--- src/rtl/core/fsig_pkg.sv ---
`timescale 1ns / 1ps
// ----------------------------------------------------------------------------
// fsig_pkg
// Shared constants and the magic signature table for the signature matcher.
// ----------------------------------------------------------------------------
package fsig_pkg;

    localparam int NUM_SIGNATURES = 59;
    localparam int POSITION_LIMIT = 263;
    localparam int POS_W          = 9;
    localparam int ROW_W          = 6;
    localparam int MAX_LEN        = 14;
    localparam int LEN_W          = 4;
    localparam int SIG_W          = MAX_LEN * 8;

    // byte 0 of a signature sits in the top byte of sig_bytes
    typedef struct packed {
        logic [POS_W-1:0] offset;
        logic [LEN_W-1:0] count;
        logic [SIG_W-1:0] sig_bytes;
    } t_sig;

    localparam t_sig SIG_TABLE [0:NUM_SIGNATURES-1] = '{
        '{9'd28,  4'd8,  {64'h4F70757348656164, 48'h0}},
        '{9'd0,   4'd14, 112'h060E2B34020501010D0102010102},
        '{9'd0,   4'd11, {88'h0000001C667479704D3456, 24'h0}},
        '{9'd0,   4'd10, {80'h3026B2758E66CF11A6D9, 32'h0}},
        '{9'd0,   4'd8,  {64'h0000001466747970, 48'h0}},
        '{9'd0,   4'd8,  {64'hD0CF11E0A1B11AE1, 48'h0}},
        '{9'd0,   4'd7,  {56'h213C617263683E, 56'h0}},
        '{9'd4,   4'd7,  {56'h667479704D3441, 56'h0}},
        '{9'd0,   4'd6,  {48'h377ABCAF271C, 64'h0}},
        '{9'd0,   4'd6,  {48'hFD377A585A00, 64'h0}},
        '{9'd0,   4'd5,  {40'h2321414D52, 72'h0}},
        '{9'd0,   4'd5,  {40'h7B5C727466, 72'h0}},
        '{9'd257, 4'd5,  {40'h7573746172, 72'h0}},
        '{9'd0,   4'd5,  {40'h0001000000, 72'h0}},
        '{9'd0,   4'd4,  {32'h49536328, 80'h0}},
        '{9'd0,   4'd4,  {32'h4D534346, 80'h0}},
        '{9'd0,   4'd4,  {32'h43723234, 80'h0}},
        '{9'd0,   4'd4,  {32'h664C6143, 80'h0}},
        '{9'd0,   4'd4,  {32'h464C4946, 80'h0}},
        '{9'd0,   4'd4,  {32'h464C5601, 80'h0}},
        '{9'd0,   4'd4,  {32'h00000100, 80'h0}},
        '{9'd0,   4'd4,  {32'h4C5A4950, 80'h0}},
        '{9'd0,   4'd4,  {32'h4D344120, 80'h0}},
        '{9'd0,   4'd4,  {32'h4D546864, 80'h0}},
        '{9'd0,   4'd4,  {32'h1A45DFA3, 80'h0}},
        '{9'd0,   4'd4,  {32'h33677035, 80'h0}},
        '{9'd4,   4'd4,  {32'h66747970, 80'h0}},
        '{9'd0,   4'd4,  {32'h00000162, 80'h0}},
        '{9'd0,   4'd4,  {32'h4E45531A, 80'h0}},
        '{9'd0,   4'd4,  {32'h4F676753, 80'h0}},
        '{9'd0,   4'd4,  {32'h4F54544F, 80'h0}},
        '{9'd0,   4'd4,  {32'h25504446, 80'h0}},
        '{9'd0,   4'd4,  {32'h89504E47, 80'h0}},
        '{9'd0,   4'd4,  {32'h38425053, 80'h0}},
        '{9'd0,   4'd4,  {32'h52617221, 80'h0}},
        '{9'd0,   4'd4,  {32'hEDABEEDB, 80'h0}},
        '{9'd0,   4'd4,  {32'h53514C69, 80'h0}},
        '{9'd0,   4'd4,  {32'h3C737667, 80'h0}},
        '{9'd0,   4'd4,  {32'h49492A00, 80'h0}},
        '{9'd0,   4'd4,  {32'h4D4D002A, 80'h0}},
        '{9'd8,   4'd4,  {32'h57415645, 80'h0}},
        '{9'd8,   4'd4,  {32'h57454250, 80'h0}},
        '{9'd0,   4'd4,  {32'h774F4646, 80'h0}},
        '{9'd0,   4'd4,  {32'h774F4632, 80'h0}},
        '{9'd8,   4'd3,  {24'h415649, 88'h0}},
        '{9'd0,   4'd3,  {24'h425A68, 88'h0}},
        '{9'd0,   4'd3,  {24'h474946, 88'h0}},
        '{9'd0,   4'd3,  {24'h1F8B08, 88'h0}},
        '{9'd0,   4'd3,  {24'hFFD8FF, 88'h0}},
        '{9'd0,   4'd3,  {24'h4949BC, 88'h0}},
        '{9'd0,   4'd3,  {24'h494433, 88'h0}},
        '{9'd0,   4'd2,  {16'h424D, 96'h0}},
        '{9'd0,   4'd2,  {16'h7801, 96'h0}},
        '{9'd0,   4'd2,  {16'h4D5A, 96'h0}},
        '{9'd0,   4'd2,  {16'h2521, 96'h0}},
        '{9'd1,   4'd2,  {16'h5753, 96'h0}},
        '{9'd0,   4'd2,  {16'h1F9D, 96'h0}},
        '{9'd0,   4'd2,  {16'h1FA0, 96'h0}},
        '{9'd0,   4'd2,  {16'h504B, 96'h0}}
    };

endpackage

--- src/rtl/core/fsig_row_cmp.sv ---
`timescale 1ns / 1ps
// ----------------------------------------------------------------------------
// fsig_row_cmp
// Compares one byte against every signature row at the current position and
// flags rows that are still matching and end before the stream length.
// ----------------------------------------------------------------------------
module fsig_row_cmp (
    input  logic [fsig_pkg::POS_W-1:0]          i_pos,
    input  logic [7:0]                          i_byte,
    input  logic [fsig_pkg::NUM_SIGNATURES-1:0] i_match,
    output logic [fsig_pkg::NUM_SIGNATURES-1:0] o_match,
    output logic [fsig_pkg::NUM_SIGNATURES-1:0] o_hit
);
    import fsig_pkg::*;

    always_comb begin
        logic [POS_W:0] pos_ext;
        logic [POS_W:0] row_end;
        logic           miss;
        pos_ext = {1'b0, i_pos};
        for (int r = 0; r < NUM_SIGNATURES; r++) begin
            miss = 1'b0;
            for (int j = 0; j < MAX_LEN; j++) begin
                // byte j of the row is checked only at its own position
                if ((LEN_W'(j) < SIG_TABLE[r].count) &&
                    (pos_ext == ((POS_W+1)'(SIG_TABLE[r].offset) + (POS_W+1)'(j))) &&
                    (i_byte != SIG_TABLE[r].sig_bytes[SIG_W-1-8*j -: 8])) begin
                    miss = 1'b1;
                end
            end
            o_match[r] = i_match[r] & ~miss;
            row_end    = (POS_W+1)'(SIG_TABLE[r].offset) + (POS_W+1)'(SIG_TABLE[r].count);
            // row must end strictly before length = pos + 1
            o_hit[r]   = o_match[r] & (row_end <= pos_ext);
        end
    end

endmodule

--- src/rtl/core/fsig_first_hit.sv ---
`timescale 1ns / 1ps
// ----------------------------------------------------------------------------
// fsig_first_hit
// Priority encoder that picks the lowest-numbered matching row.
// ----------------------------------------------------------------------------
module fsig_first_hit (
    input  logic [fsig_pkg::NUM_SIGNATURES-1:0] i_hit,
    output logic                                o_found,
    output logic [fsig_pkg::ROW_W-1:0]          o_row
);
    import fsig_pkg::*;

    always_comb begin
        o_row = '0;
        // scan downward so the lowest set row wins
        for (int r = NUM_SIGNATURES - 1; r >= 0; r--) begin
            if (i_hit[r]) begin
                o_row = ROW_W'(r);
            end
        end
        o_found = |i_hit;
    end

endmodule

--- src/rtl/core/file_signature_matcher.sv ---
`timescale 1ns / 1ps
// ----------------------------------------------------------------------------
// file_signature_matcher
// Streams the head of a file byte by byte and reports which magic signature
// row, if any, matched once the last byte arrives.
// ----------------------------------------------------------------------------
// channel  dir  tdata            tuser   tlast
// s_axis   in   [7:0] data_byte  -       last_byte
// m_axis   out  [5:0] sig row    found   -
//
// one byte accepted per cycle unless a last byte waits on a stalled m_axis;
// an accepted request sits in the input register during compare; once the
// last byte leaves it, the result is registered in the output register.
// reset clears position to 0 and all row flags to set; the same happens
// after every last byte, so streams follow back to back.
// bytes that are not last pass a stalled m_axis; a last byte and input wait.
module file_signature_matcher (
    input  logic       i_clk,
    input  logic       i_rst_n,
    input  logic       s_axis_tvalid,
    output logic       s_axis_tready,
    input  logic [7:0] s_axis_tdata,   // [7:0] data_byte
    input  logic       s_axis_tlast,
    output logic       m_axis_tvalid,
    input  logic       m_axis_tready,
    output logic [7:0] m_axis_tdata,   // [5:0] signature_row, [7:6] zero
    output logic       m_axis_tuser    // [0] found
);
    import fsig_pkg::*;

    logic                      r_in_valid;
    logic [7:0]                r_in_byte;
    logic                      r_in_last;
    logic [POS_W-1:0]          r_pos;
    logic [NUM_SIGNATURES-1:0] r_match;
    logic                      r_out_valid;
    logic                      r_out_found;
    logic [ROW_W-1:0]          r_out_row;

    logic [NUM_SIGNATURES-1:0] n_match;
    logic [NUM_SIGNATURES-1:0] hit;
    logic                      hit_found;
    logic [ROW_W-1:0]          hit_row;
    logic                      advance;
    logic [POS_W-1:0]          n_pos;

    // bytes that are not last never need the output slot
    assign advance       = r_in_valid && (!r_in_last || !r_out_valid || m_axis_tready);
    assign s_axis_tready = !r_in_valid || advance;
    assign n_pos         = (r_pos < POS_W'(POSITION_LIMIT)) ? r_pos + 1'b1 : r_pos;

    fsig_row_cmp u_row_cmp (
        .i_pos   (r_pos),
        .i_byte  (r_in_byte),
        .i_match (r_match),
        .o_match (n_match),
        .o_hit   (hit)
    );

    fsig_first_hit u_first_hit (
        .i_hit   (hit),
        .o_found (hit_found),
        .o_row   (hit_row)
    );

    always_ff @(posedge i_clk) begin
        if (!i_rst_n) begin
            r_in_valid <= 1'b0;
        end else if (s_axis_tready) begin
            r_in_valid <= s_axis_tvalid;
        end
    end

    always_ff @(posedge i_clk) begin
        if (s_axis_tvalid && s_axis_tready) begin
            r_in_byte <= s_axis_tdata;
            r_in_last <= s_axis_tlast;
        end
    end

    always_ff @(posedge i_clk) begin
        if (!i_rst_n) begin
            r_pos   <= '0;
            r_match <= '1;
        end else if (advance) begin
            if (r_in_last) begin
                r_pos   <= '0;
                r_match <= '1;
            end else begin
                r_pos   <= n_pos;
                r_match <= n_match;
            end
        end
    end

    always_ff @(posedge i_clk) begin
        if (!i_rst_n) begin
            r_out_valid <= 1'b0;
        end else if (advance && r_in_last) begin
            r_out_valid <= 1'b1;
        end else if (m_axis_tready) begin
            r_out_valid <= 1'b0;
        end
    end

    always_ff @(posedge i_clk) begin
        if (advance && r_in_last) begin
            r_out_found <= hit_found;
            r_out_row   <= hit_row;
        end
    end

    assign m_axis_tvalid = r_out_valid;
    assign m_axis_tdata  = {(8 - ROW_W)'(0), r_out_row};
    assign m_axis_tuser  = r_out_found;

    a_pos_limit: assert property (@(posedge i_clk) disable iff (!i_rst_n)
        r_pos <= POS_W'(POSITION_LIMIT))
        else $error("byte position beyond limit");

    a_restart: assert property (@(posedge i_clk) disable iff (!i_rst_n)
        (advance && r_in_last) |=> (r_pos == '0 && r_match == '1 && r_out_valid))
        else $error("state not restored after last byte");

    a_row_zero: assert property (@(posedge i_clk) disable iff (!i_rst_n)
        (r_out_valid && !r_out_found) |-> (r_out_row == '0))
        else $error("row not zero when nothing found");

    a_row_range: assert property (@(posedge i_clk) disable iff (!i_rst_n)
        r_out_valid |-> (r_out_row < ROW_W'(NUM_SIGNATURES)))
        else $error("row index out of table");

endmodule

--- config.mk ---
export PLATFORM = sky130hd
export DESIGN_NAME = file_signature_matcher
export DESIGN_NICKNAME = d
export VERILOG_FILES = /design/src/rtl/core/fsig_pkg.sv /design/src/rtl/core/fsig_row_cmp.sv /design/src/rtl/core/fsig_first_hit.sv /design/src/rtl/core/file_signature_matcher.sv
export SDC_FILE = /design/constraint.sdc
export NUM_CORES = 1
export LEC_CHECK = 0
export BUFFER_PORTS_ARGS = -buffer_cell sky130_fd_sc_hd__buf_2
export CAP_MARGIN = 10
export CORE_UTILIZATION = 50
export CTS_BUF_LIST = sky130_fd_sc_hd__clkbuf_16
export CTS_CLUSTER_DIAMETER = 30
export DETAILED_ROUTE_END_ITERATION = 16
export PLACE_DENSITY_LB_ADDON = 0.15
export RECOVER_POWER = 100
export SYNTH_ARGS = -nofsm -noshare
export SYNTH_HDL_FRONTEND = slang
export SYNTH_SLANG_ARGS = --single-unit
export TNS_END_PERCENT = 5
--- constraint.sdc ---
create_clock -name i_clk -period 4.2 [get_ports i_clk]
set_input_delay 0.21 -clock i_clk [delete_from_list [all_inputs] [get_ports i_clk]]
set_output_delay 0.21 -clock i_clk [all_outputs]
set_load 0.02 [all_outputs]
Word level (Yosys, flattened, before mapping)
Cells that the tools add are included.
- add/subtract/negate cells: 1
- multiply operators: 0
- div/mod/pow operators: 0
- magnitude comparators: 14
- equal/unequal tests: 125
- shift operators: 0
- mux-type cells: 293
- bitwise gates (word level): 177
- reductions and logical operators: 209
- operators by type and width (cell ; count):
    inequality test 8 x 7 -> 1 bit (second input constant) ; 44
    two-way mux 1 bit ; 233
    inequality test 8 bit (second input constant) ; 25
    logical AND 1 bit ; 192
    two-way mux 6 bit ; 27
    inequality test 8 x 6 -> 1 bit (second input constant) ; 18
    AND 1 bit ; 118
    two-way mux 5 bit ; 16
    two-way mux 59 bit ; 1
    inverter 1 bit ; 59
    OR reduction 59 bit ; 1
    == test 9 x 4 -> 1 bit (second input constant) ; 6
    == test 9 bit (second input constant) ; 5
    less-or-equal comparator 4 x 9 -> 1 bit (first input constant) ; 5
    inequality test 8 x 5 -> 1 bit (second input constant) ; 5
    == test 9 x 3 -> 1 bit (second input constant) ; 4
    == test 9 x 5 -> 1 bit (second input constant) ; 4
    == test 9 x 6 -> 1 bit (second input constant) ; 4
    less-or-equal comparator 3 x 9 -> 1 bit (first input constant) ; 4
    two-way mux 4 bit ; 8
    OR reduction 32 bit ; 1
    inequality test 8 x 4 -> 1 bit (second input constant) ; 3
    == test 9 x 2 -> 1 bit (second input constant) ; 2
    less-or-equal comparator 2 x 9 -> 1 bit (first input constant) ; 2
    21 further kinds ; 32
- flip-flop bits (word level): 86
- latch bits: 0
- RAM bits: 0
- memory bits (read-only): 0
- bits of input ports: 13
- output and inout bits: 11
- word-level logic and storage cells: 832
- memories kept: 0

Depth between registers and ports, before layout
Gate-level depths: netlist of the first run.
- depth in word-level cells: 65
- depth in mapped cells: 14
- gate-level depth less buffers: 11

Modules after synthesis
Synthesis of the first run repeated with hierarchy kept, for this count alone.
- cell total of the unflattened synthesis: 951
- area total of the unflattened synthesis: 6919.1 um^2
- modules (own cells, without submodules) (module ; instances ; cells an instance ; area each (um^2) ; seq. area each (um^2)):
    fsig_row_cmp ; 1 ; 539 ; 3226.8 ; 0.0
    file_signature_matcher ; 1 ; 288 ; 2944.1 ; 1881.8
    fsig_first_hit ; 1 ; 124 ; 748.2 ; 0.0

Least setup slack after synthesis of the first run
Ideal clock, no wire load.
- path kind: reg2reg
- from: reg r_pos[0]
- to: reg r_out_row[1], data pin
- setup time: 0.269 ns
- arrival time: 2.843 ns
- required time: 3.931 ns
- slack: 1.089 ns
- cell stages (with the launch flop): 15
- period minus slack after synthesis: 3.111 ns
- cells stage by stage: dfxtp_1 > clkbuf_1 > inv_1 > ha_1 > nor4b_4 > nand2_1 > buf_2 > buf_4 > o221ai_2 > nor2_1 > or4_1 > a221oi_2 > nand4_1 > nand4b_1 > a31oi_1
- longest elaborated chain between the ends: 64
- elaborated cells between the ends (all ways): 694
- classes of those cells: 13 x order compare; 26 x eq/ne; 287 x mux; 177 x bitwise; 191 x reduce/logical
- RTL lines (what ; RTL line ; source):
    from (decl) ; file_signature_matcher.sv:34 ; logic [POS_W-1:0] r_pos;
    from (signal assigned) ; file_signature_matcher.sv:90 ; r_pos <= n_pos;
    zero test 9 bit ; fsig_row_cmp.sv:26 ; (pos_ext == ((POS_W+1)'(SIG_TABLE[r].offset) + (POS_W+1)'(j))) &&
    logical AND 1 bit ; fsig_row_cmp.sv:26 ;
    two-way mux 1 bit (2 in a row) ; fsig_row_cmp.sv:25 ; if ((LEN_W'(j) < SIG_TABLE[r].count) &&
    inverter 1 bit ; fsig_row_cmp.sv:31 ; o_match[r] = i_match[r] & ~miss;
    AND 1 bit ; fsig_row_cmp.sv:31 ;
    AND 1 bit ; fsig_row_cmp.sv:34 ; o_hit[r] = o_match[r] & (row_end <= pos_ext);
    two-way mux 6 bit (27 in a row) ; fsig_first_hit.sv:17 ; if (i_hit[r]) begin
    two-way mux 5 bit (16 in a row) ; fsig_first_hit.sv:17 ;
    two-way mux 4 bit (8 in a row) ; fsig_first_hit.sv:17 ;
    two-way mux 3 bit (4 in a row) ; fsig_first_hit.sv:17 ;
    two-way mux 2 bit (2 in a row) ; fsig_first_hit.sv:17 ;
    to (signal assigned) ; file_signature_matcher.sv:109 ; r_out_row <= hit_row;
    to (decl) ; file_signature_matcher.sv:38 ; logic [ROW_W-1:0] r_out_row;
Parallel ways exist; a longest one is shown, timed or not.
A chain may end at the register's enable or synchronous reset.

Worst setup path after layout of the first run
- from: reg r_in_byte[0]
- to: reg r_out_row[2], data pin
- longest elaborated chain between the ends: 61
- elaborated cells between the ends (all ways): 743
- classes of those cells: 98 x eq/ne; 282 x mux; 174 x bitwise; 189 x reduce/logical
- RTL lines (what ; RTL line ; source):
    from (decl) ; file_signature_matcher.sv:32 ; logic [7:0] r_in_byte;
    from (signal assigned) ; file_signature_matcher.sv:76 ; r_in_byte <= s_axis_tdata;
    inequality test 8 x 5 -> 1 bit ; fsig_row_cmp.sv:27 ; (i_byte != SIG_TABLE[r].sig_bytes[SIG_W-1-8*j -: 8])) begin
    logical AND 1 bit ; fsig_row_cmp.sv:26 ;
    two-way mux 1 bit (2 in a row) ; fsig_row_cmp.sv:25 ;
    inverter 1 bit ; fsig_row_cmp.sv:31 ;
    AND 1 bit ; fsig_row_cmp.sv:31 ;
    AND 1 bit ; fsig_row_cmp.sv:34 ;
    two-way mux 6 bit (26 in a row) ; fsig_first_hit.sv:17 ;
    two-way mux 5 bit (16 in a row) ; fsig_first_hit.sv:17 ;
    two-way mux 4 bit (8 in a row) ; fsig_first_hit.sv:17 ;
    two-way mux 3 bit (4 in a row) ; fsig_first_hit.sv:17 ;
Parallel ways exist; a longest one is shown, timed or not.

==> results of run 1 <==
==> registers in the layout, indices dropped and copies added (netlist names) <==
register and count:
m_axis_tvalid 1, r_match 59, r_in_valid 1, m_axis_tuser 1, r_in_byte 8, r_pos 9
r_in_last 1, r_out_row 6
==> worst paths after layout <==
| check | startpoint | endpoint | slack, ns | cells after the start |
|---|---|---|---|---|
| worst max register to register | r_in_byte[0]$_DFFE_PP_ | r_out_row[2]$_SDFFCE_PP0P_ | 0.07 | 9 |
| worst min-delay path | s_axis_tdata[4] | r_in_byte[4]$_DFFE_PP_ | 0.02 | 1 |
| worst max-delay path | r_in_byte[0]$_DFFE_PP_ | r_out_row[2]$_SDFFCE_PP0P_ | 0.07 | 9 |
| worst min register to register | r_match[20]$_SDFFE_PN1P_ | r_match[20]$_SDFFE_PN1P_ | 0.45 | 2 |
==> metal layers <==
layer  global-route usage (%)  routed length [um]
met1                     58.7               12400
met2                     65.2               13100
met3                     11.9                4070
met4                     24.0                1860
met5                     3.31                  11
==> through the flow <==
| step | hold slack (ns) | area (sq um) |
|---|---|---|
| 2_1_floorplan | 0.309 | 6890 |
| 3_3_place_gp | 0.388 | 7250 |
| 3_5_place_dp | 0.388 | 7250 |
| 4_1_cts | 0.0173 | 7550 |
| 5_1_grt | 0.0134 | 7490 |
| 6_report | 0.0167 | 7490 |
==> final cells by class <==
| class | instances | share of cell area [%] |
|---|---|---|
| Clock buffer | 9 | 3.01 |
| Clock inverter | 7 | 0.969 |
| Inverter | 11 | 0.551 |
| Multi-Input combinational cell | 740 | 61.0 |
| Sequential cell | 86 | 25.1 |
| Tap cell | 176 | 2.94 |
| Timing Repair Buffer | 72 | 6.45 |
==> kinds of logic after synthesis <==
family	Yosys count	share of synthesized area, %
DFF	86	27.3
AOI/OAI and AO/OA	328	33.2
and+or+nand+nor	399	31.8
other	1	0.0544
xor gates and xnor gates	6	0.763
buffers and inverters	88	5.99
muxes	1	0.163
adders and majority gates	4	0.727
==> cell usage after synthesis, types with 10 or more instances <==
| library cell | number |
|---|---|
| nor2_1 | 130 |
| o21ai_0 | 83 |
| nand2_1 | 82 |
| dfxtp_1 | 70 |
| a21oi_1 | 47 |
| clkbuf_1 | 40 |
| o211ai_1 | 31 |
| nand3_1 | 29 |
| buf_2 | 24 |
| nor3_1 | 24 |
| o22ai_1 | 24 |
| a211o_1 | 22 |
| edfxtp_1 | 16 |
| and2_1 | 15 |
| o221ai_1 | 15 |
| nand2b_1 | 12 |
| inv_1 | 11 |
| nand4_1 | 11 |
| o21a_1 | 11 |
| nand4b_1 | 10 |
==> repair_timing <==
item | 4_1_cts | 5_1_grt
resized for setup | 0 | 1
endpoints found under the hold margin | 0 | 0
buffers inserted | 0 | 0
endpoints found under the setup margin | 0 | 1
==> power by group through the flow <==
stage               clock (mW)  combinational, mW  sequential (mW)
global placement             0              0.292            0.941
floorplan                    0              0.201            0.927
finish                   0.844              0.308            0.931
detailed placement           0              0.294            0.946
CTS                      0.842              0.295            0.928
global route             0.877              0.320            0.935
==> worst reg2reg max path, cell delays in order, from the launching register on <==
cell	delay, ns
edfxtp_1	0.59
or4_1	0.80
nor2_1	0.82
o22ai_1	0.20
nor2_1	0.56
o41ai_2	0.21
o2111a_1	0.20
o311ai_1	0.27
a211o_1	0.18
a21boi_2	0.05
==> metrics.yaml, run 1 <==
status: "finished with violations"
violations: "max-capacitance violations, max-slew violations"
p_total_mw: 2.08
final_util_pct: 56.1
synth-edff-count: 16
fin_crit_sh_pct: 98.3
fin_skew_ns: 0.00868
clk_latency_ns: 0.37
clockBufferDepth: 2
crit_family: "simple AND/OR/NAND/NOR gates"
async_flop_share_pct: 0
drt-initial-drc-count: 1509
cts.sinks: 86
initial_core_util_pct: 51.6
wl_per_cell_um: 28.5
n_antenna_cell: 0
cp_slowest_cell: "nor2_1"
ios: 24
worstPathArrival_ns: 4.25
synth_top_area_cell: "dfxtp_1"
cts.hold.buffers_added: 0
coreArea_sq_um: 13300
final_common_cell: "nor2_1"
ir_drop_mv: 0.235
power.leakage_nw: 2.71
fin_setup_tns_ns: 0
synth_seq_cells: 86
regArea_sq_um: 1880
root_buffer: "clkbuf_16"
hp-class: "primary input to register"
ant_nets: 0
die_height_um: 119
cellInternalPower_mw: 1.45
crit_buf_inv: 0
slew_violations: 34
routabilityCongestion: 1.04
end_kind: "register"
switching_share_pct: 30.3
final.min_clock_period_ns: 4.13
fmax_mhz: 242
layout-drive-gt1-share_pct: 11.1
final_nets: 937
multiInputGateArea_sq_um: 4560
path_clk_slew_ns: 0.07
drv_cap: 1
vias: 8187
portBuffers: 21
dp.final_hpwl_mm: 22.7
yosysSeqAreaShare_pct: 27.3
crit_required_ns: 4.32
fp.dieW_um: 119
first_pass_iters: 7
grt_antenna_before_repair: 1
numCtsBuffers: 9
grt_pass1_wl_mm: 46.8
rsz0062_at_grt: "no"
track_usage_pct: 44.4
grt_pass1_vias: 7445
syn_area_per_cell_sq_um: 7.55
combPwrFrac_pct: 14.8
fillCellCount: 1304
ys.warnings.count: 0
row_count: 42
hold_viol: 0
layout_common_cells: "nor2_1, o21ai_0, nand2_1, dfxtp_1, a21oi_1"
critPathMaxFanout: 18
drc: 0
cts_tree: "done"
synth_area_sq_um: 6890
synthFlopType: "dfxtp_1"
crit_type: "register to register"
p_per_area_nw_per_um2: 278
synthDominantCellAreaShare_pct: 20.3
worst_slew_pin_slew_ns: 2.13
grt_max_degree: 55
preCtsSetupSlack_ns: 0.162
grt_remaining_overflow: 0
dp_cells: 1085
synth_cells: 913
htree_levels: 3
p_switching_uw: 631
maxSlewHeadroom_pct: -42.1
syn_to_final_growth_pct: 8.70
power_frac_clock_pct: 40.5
seqPwrFrac_pct: 44.7
fp.dieArea_sq_um: 14300
path_cells: "or4_1 > nor2_1 > o22ai_1 > nor2_1 > o41ai_2 > o2111a_1 > o311ai_1 > a211o_1 > a21boi_2"
yosysUniqueCellTypes: 91
final_cells: 1101
crit_path_max_incr_delay_ns: 0.82
cp_common_cell: "nor2_1"
vias_per_cell: 7.44
totalWireLength_mm: 31.4
final-setup-viol-count: 0
fin_ws_ns: 0.0715
cp-start-kind: "register"
ys_top_cells_by_area: "dfxtp_1, nor2_1, edfxtp_1"
(Power assumes the default switching activity.)
==> run 2, diff against run 1 <==
--- a/config.mk
+++ b/config.mk
@@ -5,6 +5,7 @@
 export SDC_FILE = /design/constraint.sdc
 export NUM_CORES = 1
 export LEC_CHECK = 0
+export ABC_AREA = 1
 export BUFFER_PORTS_ARGS = -buffer_cell sky130_fd_sc_hd__buf_2
 export CAP_MARGIN = 10
 export CORE_UTILIZATION = 50
==> run 2 against run 1 <==
Against the previous run: the run ends with max-capacitance violations, max-slew violations, negative setup slack left; synthesized cell count rose by 8.4%; maximum frequency fell by 5.1%; flip-flop and latch count unchanged; clock power down 8.6%; critical path type unchanged; largest cell class unchanged; highest routed layer is now met4.
==> metrics.yaml, run 2 <==
status: "finished with violations"
violations: "max-capacitance violations, max-slew violations, negative setup slack"
regArea_sq_um: 1890  # +0.47%
top_register: "r_match"
r2r-start: "r_in_byte[7]$_DFFE_PP_"
grt_antenna_before_repair: 0  # -1
path_clk_slew_ns: 0.07  # about the same
cp_slowest_cell: "edfxtp_1"
multiInputGateArea_sq_um: 4040  # -12%
fmax_mhz: 230  # -5.1%
cp_common_cell: "nand2_1"
portBuffers: 21  # unchanged
fin_crit_sh_pct: 104  # +5.3 points
final-setup-viol-count: 2  # +2
synth_area_sq_um: 6280  # -8.8%
row_count: 40  # -4.8%
cts.sinks: 86  # unchanged
htree_levels: 3  # unchanged
grt_max_degree: 52  # -5.5%
first_pass_iters: 6  # -1
end_kind: "register"
rsz0062_at_grt: "yes"
layout-drive-gt1-share_pct: 28.8  # +18 points
r2r_slack_ns: -0.15  # -0.22 ns
clk_latency_ns: 0.36  # about the same
worst_slew_pin_slew_ns: 1.62  # -0.510 ns
synth_seq_cells: 86  # unchanged
drc: 0  # unchanged
grt_remaining_overflow: 0  # unchanged
worstPathArrival_ns: 4.57  # +0.32 ns
fp.dieArea_sq_um: 13000  # -8.7%
wl_per_cell_um: 19.1  # -33%
ys_top_cells_by_area: "dfxtp_1, nand2_1, nor2_1"
layout_common_cells: "nand2_1, buf_4, nor2_1, inv_1, a21oi_1"
ir_drop_mv: 0.293  # +25%
syn_area_per_cell_sq_um: 6.34  # -16%
crit_type: "register to register"
final_util_pct: 71.1  # +15 points
synth-edff-count: 16  # unchanged
grt_pass1_vias: 7485  # +0.54%
final_common_cell: "nand2_1"
dp.final_hpwl_mm: 20.2  # -11%
numCtsBuffers: 9  # unchanged
reg2reg_to: "r_out_row[0]$_SDFFCE_PP0P_"
synthSimpleGateAreaFrac_pct: 37.5  # +5.8 points
largest_reg_flops: 59  # unchanged
yosys.area_share.adder_pct: 0.797  # +0.070 points
fin_ws_ns: -0.152  # -0.223 ns
min_from: "s_axis_tlast"
vias_per_cell: 5.80  # -22%
synth_cells: 990  # +8.4%
synthDominantCellAreaShare_pct: 22.3  # +2.0 points
vias: 7991  # -2.4%
crit_path_max_incr_delay_ns: 0.49  # -0.33 ns
synthFlopType: "dfxtp_1"
synth.most_common_cell: "nand2_1"
power.leakage_nw: 4.27  # +58%
yosysSeqAreaShare_pct: 30.0  # +2.7 points
fp.dieW_um: 114  # -4.4%
routabilityCongestion: 1.06  # +1.6%
final_nets: 1221  # +30%
ant_nets: 0  # unchanged
clockBufferDepth: 2  # unchanged
hold_depth: 1  # unchanged
crit_required_ns: 4.42  # +0.10 ns
syn_to_final_growth_pct: 37.2
preCtsSetupSlack_ns: -0.174  # -0.336 ns
synth_top_family_by_area: "simple AND/OR/NAND/NOR gates"
totalWireLength_mm: 26.3  # -16%
cp-start-kind: "register"
p_per_area_nw_per_um2: 272  # -2.4%
track_usage_pct: 41.3  # -3.1 points
yosysUniqueCellTypes: 56  # -38%
synth.mux.area_fraction_pct: 0  # -0.16 points
n_antenna_cell: 0  # unchanged
top_regs: "r_match (59), r_pos (9), r_in_byte (8)"
drt-initial-drc-count: 990  # -34%
maxSlewHeadroom_pct: -8.41  # +34 points
cts_tree: "done"
worstHoldEndpoint: "r_in_last$_DFFE_PP_"
cts.hold.buffers_added: 0  # unchanged
root_buffer: "clkbuf_16"
hp-class: "primary input to register"
whs_ns: 0.0223  # +0.00558 ns
grt_pass1_wl_mm: 40.2  # -14%
synth_top_cells_by_count: "nand2_1, nor2_1, inv_1, a21oi_1, dfxtp_1"
initial_core_util_pct: 51.8  # +0.24 points
final.min_clock_period_ns: 4.35  # +0.223 ns
reg2reg_depth: 60  # +51
drv_cap: 1  # unchanged
async_flop_share_pct: 0  # unchanged
slew_violations: 40  # +18%
coreArea_sq_um: 12100  # -9.3%
hold_viol: 0  # unchanged
critPathMaxFanout: 5  # -13
fillCellCount: 1078  # -17%
die_height_um: 114  # -4.4%
synth_xor_xnor_area_share_pct: 0  # -0.76 points
synth_compound_area_share_pct: 22.3  # -11 points
ios: 24  # unchanged
fin_skew_ns: 0.00535  # -0.00333 ns
synth_top_area_cell: "dfxtp_1"
ys.warnings.count: 0  # unchanged
run 2: cell count changes after synthesis, sizes merged, moves of 17 or more:
| cell | previous run | this run |
|---|---|---|
| and2 | 17 | 0 |
| o211ai | 31 | 6 |
| nand2 | 82 | 228 |
| inv | 11 | 117 |
| clkbuf | 40 | 19 |
| o22ai | 24 | 7 |
| buf | 37 | 10 |
| a21oi | 47 | 81 |
| o21ai | 89 | 69 |
| nor2 | 132 | 195 |
run 2: layout make-up:
cell class,count,area share [%]
clock buffers,9,2.61
clock inverters,7,0.566
well taps,168,2.44
flip-flops and latches,86,21.9
inverters,119,5.24
repair buffers,231,20.3
multi-input cells,757,46.9
run 2: per-layer routing:
metal	global-route usage, %	part of all wire (%)	vias to the layer above
met5	0	0	-
met1	52.3	40	3619
li1	-	-	3749
met2	62.9	43	493
met3	11.1	11	130
met4	24.7	6.2	0
run 2: worst max path at each step:
| stage | slack, ns | end | start | cells after the start |
|---|---|---|---|---|
| after floorplan | 0.29 | r_out_row[0]$_SDFFCE_PP0P_ | r_pos[0]$_SDFFE_PN0P_ | 62 |
| after global placement | -0.21 | r_out_row[0]$_SDFFCE_PP0P_ | r_in_byte[0]$_DFFE_PP_ | 52 |
| after detailed placement | -0.17 | r_out_row[0]$_SDFFCE_PP0P_ | r_pos[0]$_SDFFE_PN0P_ | 60 |
| after CTS | -0.04 | r_out_row[0]$_SDFFCE_PP0P_ | r_in_byte[5]$_DFFE_PP_ | 60 |
| after global routing | -0.75 | r_out_row[0]$_SDFFCE_PP0P_ | r_pos[1]$_SDFFE_PN0P_ | 62 |
| final | -0.15 | r_out_row[0]$_SDFFCE_PP0P_ | r_in_byte[7]$_DFFE_PP_ | 60 |
run 2: cell families after synthesis:
group	after synthesis
other	1
buffers and inverters	148
adder cells (fa/ha/maj)	4
flip-flops	86
AO/OA/AOI/OAI	229
AND/OR/NAND/NOR	522
run 2: what timing repair did:
item	4_1_cts	5_1_grt
endpoints found under the setup margin	1	2
pin swaps	9	41
gates resized for setup	29	56
buffers inserted	14	15
run 2: worst max-delay path: cells and delay by family, from the launching register on:
| kind | cells | cell delay [ns] |
|---|---|---|
| AOI/OAI and AO/OA | 1 | 0.13 |
| and+or+nand+nor | 57 | 3.38 |
| DFF | 1 | 0.49 |
| buffers and inverters | 2 | 0.21 |
run 2: through the flow:
step	total power [mW]	TNS (ns)	area, sq um	std cells
after floorplan	1.27	0	6280	991
after global placement	1.51	-0.214	7880	1332
after detailed placement	1.51	-0.174	7880	1332
after CTS	2.30	-0.0377	8350	1362
after global routing	2.44	-1.13	8620	1377
final	2.34	-0.215	8620	1377
run 2: power breakdown:
| group | internal (mW) | switching, mW |
|---|---|---|
| clock network | 0.401 | 0.369 |
| registers | 0.895 | 0.0310 |
| logic | 0.262 | 0.383 |
==> run 3, diff against run 2 <==
==> constraint.sdc (replaced) <==
create_clock -name i_clk -period 3.8 [get_ports i_clk]
set_input_delay 0.19 -clock i_clk [delete_from_list [all_inputs] [get_ports i_clk]]
set_output_delay 0.19 -clock i_clk [all_outputs]
set_load 0.02 [all_outputs]
==> run 3 against run 2 <==
Against the previous run: the flow finishes with violations (negative setup slack); critical endpoint unchanged; critical path depth down 9; flip-flop and latch count did not move; clock skew is 0.0020 ns higher; design area is 4.2% higher; sequential share of layout area shrank 0.95 points; first-iteration DRC count rose by 1.3%; cell count up 4.5%; worst hold slack worse by 0.017 ns; combinational power is 15% higher.
==> metrics.yaml, run 3 (synthesis results as in run 2) <==
status: "finished with violations"
violations: "negative setup slack"
worstHoldEndpoint: "r_in_last$_DFFE_PP_"
wl_per_cell_um: 18.7  # -2.0%
worst_slew_pin_slew_ns: 1.21  # -0.415 ns
htree_levels: 3  # unchanged
coreArea_sq_um: 12100  # unchanged
reg2reg_depth: 51  # -15%
fin_setup_tns_ns: -0.841  # -0.627 ns
fin_area_sq_um: 8980  # +4.2%
portBuffers: 21  # unchanged
maxSlewHeadroom_pct: 19.5  # +28 points
end_kind: "register"
r2r_slack_ns: -0.64  # -0.49 ns
dp_cells: 1406  # +5.6%
track_usage_pct: 42.5  # +1.2 points
n_antenna_cell: 0  # unchanged
row_count: 40  # unchanged
initial_core_util_pct: 51.8  # unchanged
ios: 24  # unchanged
slew_violations: 0  # -100%
fin_crit_sh_pct: 117  # +13 points
syn_to_final_growth_pct: 43.0
grt_antenna_before_repair: 0  # unchanged
root_buffer: "clkbuf_16"
final_common_cell: "buf_4"
hold_depth: 1  # unchanged
placement.cell_area_sq_um: 8460  # +7.5%
layout_common_cells: "buf_4, nand2_1, nor2_1, inv_1, a21oi_1"
fillCellCount: 1039  # -3.6%
whs_ns: 0.00550  # -0.0168 ns
clk_latency_ns: 0.36  # about the same
grt_remaining_overflow: 0  # unchanged
min_from: "s_axis_tlast"
critPathMaxFanout: 8  # +3
final-setup-viol-count: 2  # unchanged
grt_max_degree: 54  # +3.8%
fp.dieW_um: 114  # unchanged
hp-class: "primary input to register"
hold_viol: 0  # unchanged
cp_slowest_cell: "edfxtp_1"
final.min_clock_period_ns: 4.44  # +0.0890 ns
worstPathArrival_ns: 4.55  # -0.02 ns
ant_nets: 0  # unchanged
preCtsSetupSlack_ns: -0.686  # -0.512 ns
top_regs: "r_match (59), r_pos (9), r_in_byte (8)"
vias_per_cell: 5.73  # -1.3%
vias: 8244  # +3.2%
fin_skew_ns: 0.00735  # +0.00200 ns
top_register: "r_match"
final_nets: 1283  # +5.1%
reg2reg_to: "r_out_row[0]$_SDFFCE_PP0P_"
grt_pass1_vias: 7750  # +3.5%
drv_cap: 0  # -1
fin_ws_ns: -0.641  # -0.489 ns
dp.final_hpwl_mm: 21.3  # +5.5%
fmax_mhz: 225  # -2.0%
numCtsBuffers: 9  # unchanged
cts.sinks: 86  # unchanged
routabilityCongestion: 1.04  # -1.7%
largest_reg_flops: 59  # unchanged
rsz0062_at_grt: "yes"
grt_pass1_wl_mm: 41.3  # +2.7%
layout-drive-gt1-share_pct: 30.7  # +1.9 points
p_total_mw: 2.64  # +13%
cts_tree: "done"
cp-start-kind: "register"
crit_required_ns: 3.91  # -0.51 ns
ir_drop_mv: 0.258  # -12%
power.leakage_nw: 4.53  # +6.1%
clockBufferDepth: 2  # unchanged
r2r-start: "r_in_byte[5]$_DFFE_PP_"
multiInputGateArea_sq_um: 3980  # -1.4%
p_per_area_nw_per_um2: 294  # +8.2%
crit_path_max_incr_delay_ns: 0.50  # about the same
cp_common_cell: "nand2_1"
final_cells: 1439  # +4.5%
fp.dieArea_sq_um: 13000  # unchanged
final_util_pct: 74.1  # +3.0 points
totalWireLength_mm: 27.0  # +2.4%
crit_type: "register to register"
die_height_um: 114  # unchanged
path_clk_slew_ns: 0.07  # about the same
drt-initial-drc-count: 1003  # +1.3%
first_pass_iters: 6  # unchanged
drc: 0  # unchanged
regArea_sq_um: 1880  # -0.33%
[run 3: cell count changes in the layout (fill, tap and decap cells not counted), sizes merged]
cell,delta
clkbuf,+2
buf,+58
clkinv,-2
dlygate4sd3,+1
nand2,+1
inv,+2
[run 3: report_power, final]
group / switching [mW] / internal (mW)
clock network: 0.425 / 0.452
logic: 0.430 / 0.309
registers: 0.0332 / 0.989
total: 0.888 / 1.75
[run 3: layout make-up]
cell class / instances / share of cell area, %
clock inverter: 7 / 0.613
multi-input combinational: 758 / 44.3
clock buffer: 9 / 2.51
timing repair buffer: 292 / 24.2
inverter: 119 / 4.99
tap: 168 / 2.34
sequential: 86 / 21.0
[run 3: repair_timing]
action	in CTS	in global routing
resized for setup	21	19
endpoints found under the setup margin	2	2
hold buffers	1	0
endpoints found under the hold margin	1	0
pin swaps	4	15
gates cloned	0	1
buffers inserted	4	11
[run 3: worst max-delay path by stage]
stage,slack [ns],start,end,depth (start not counted)
final,-0.64,r_in_byte[5]$_DFFE_PP_,r_out_row[0]$_SDFFCE_PP0P_,51
after global routing,-1.14,r_in_byte[7]$_DFFE_PP_,r_out_row[0]$_SDFFCE_PP0P_,61
after CTS,-0.54,r_in_byte[5]$_DFFE_PP_,r_out_row[0]$_SDFFCE_PP0P_,58
after detailed placement,-0.69,r_in_byte[3]$_DFFE_PP_,r_out_row[0]$_SDFFCE_PP0P_,49
after global placement,-0.59,r_in_byte[3]$_DFFE_PP_,r_out_row[0]$_SDFFCE_PP0P_,49
after floorplan,-0.009,r_in_byte[7]$_DFFE_PP_,r_out_row[0]$_SDFFCE_PP0P_,60
[run 3: critical path: cells and delay by family (launching register included)]
kind | cells | cell delay (ns)
simple gates | 47 | 3.02
flops | 1 | 0.50
compound gates | 2 | 0.40
buf+inv | 2 | 0.29
[run 3: routing by layer]
metal,wire length (um),global-route usage [%]
met1,10900,54.7
met2,11700,66.0
met3,2940,8.84
met4,1480,24.2
met5,0,0
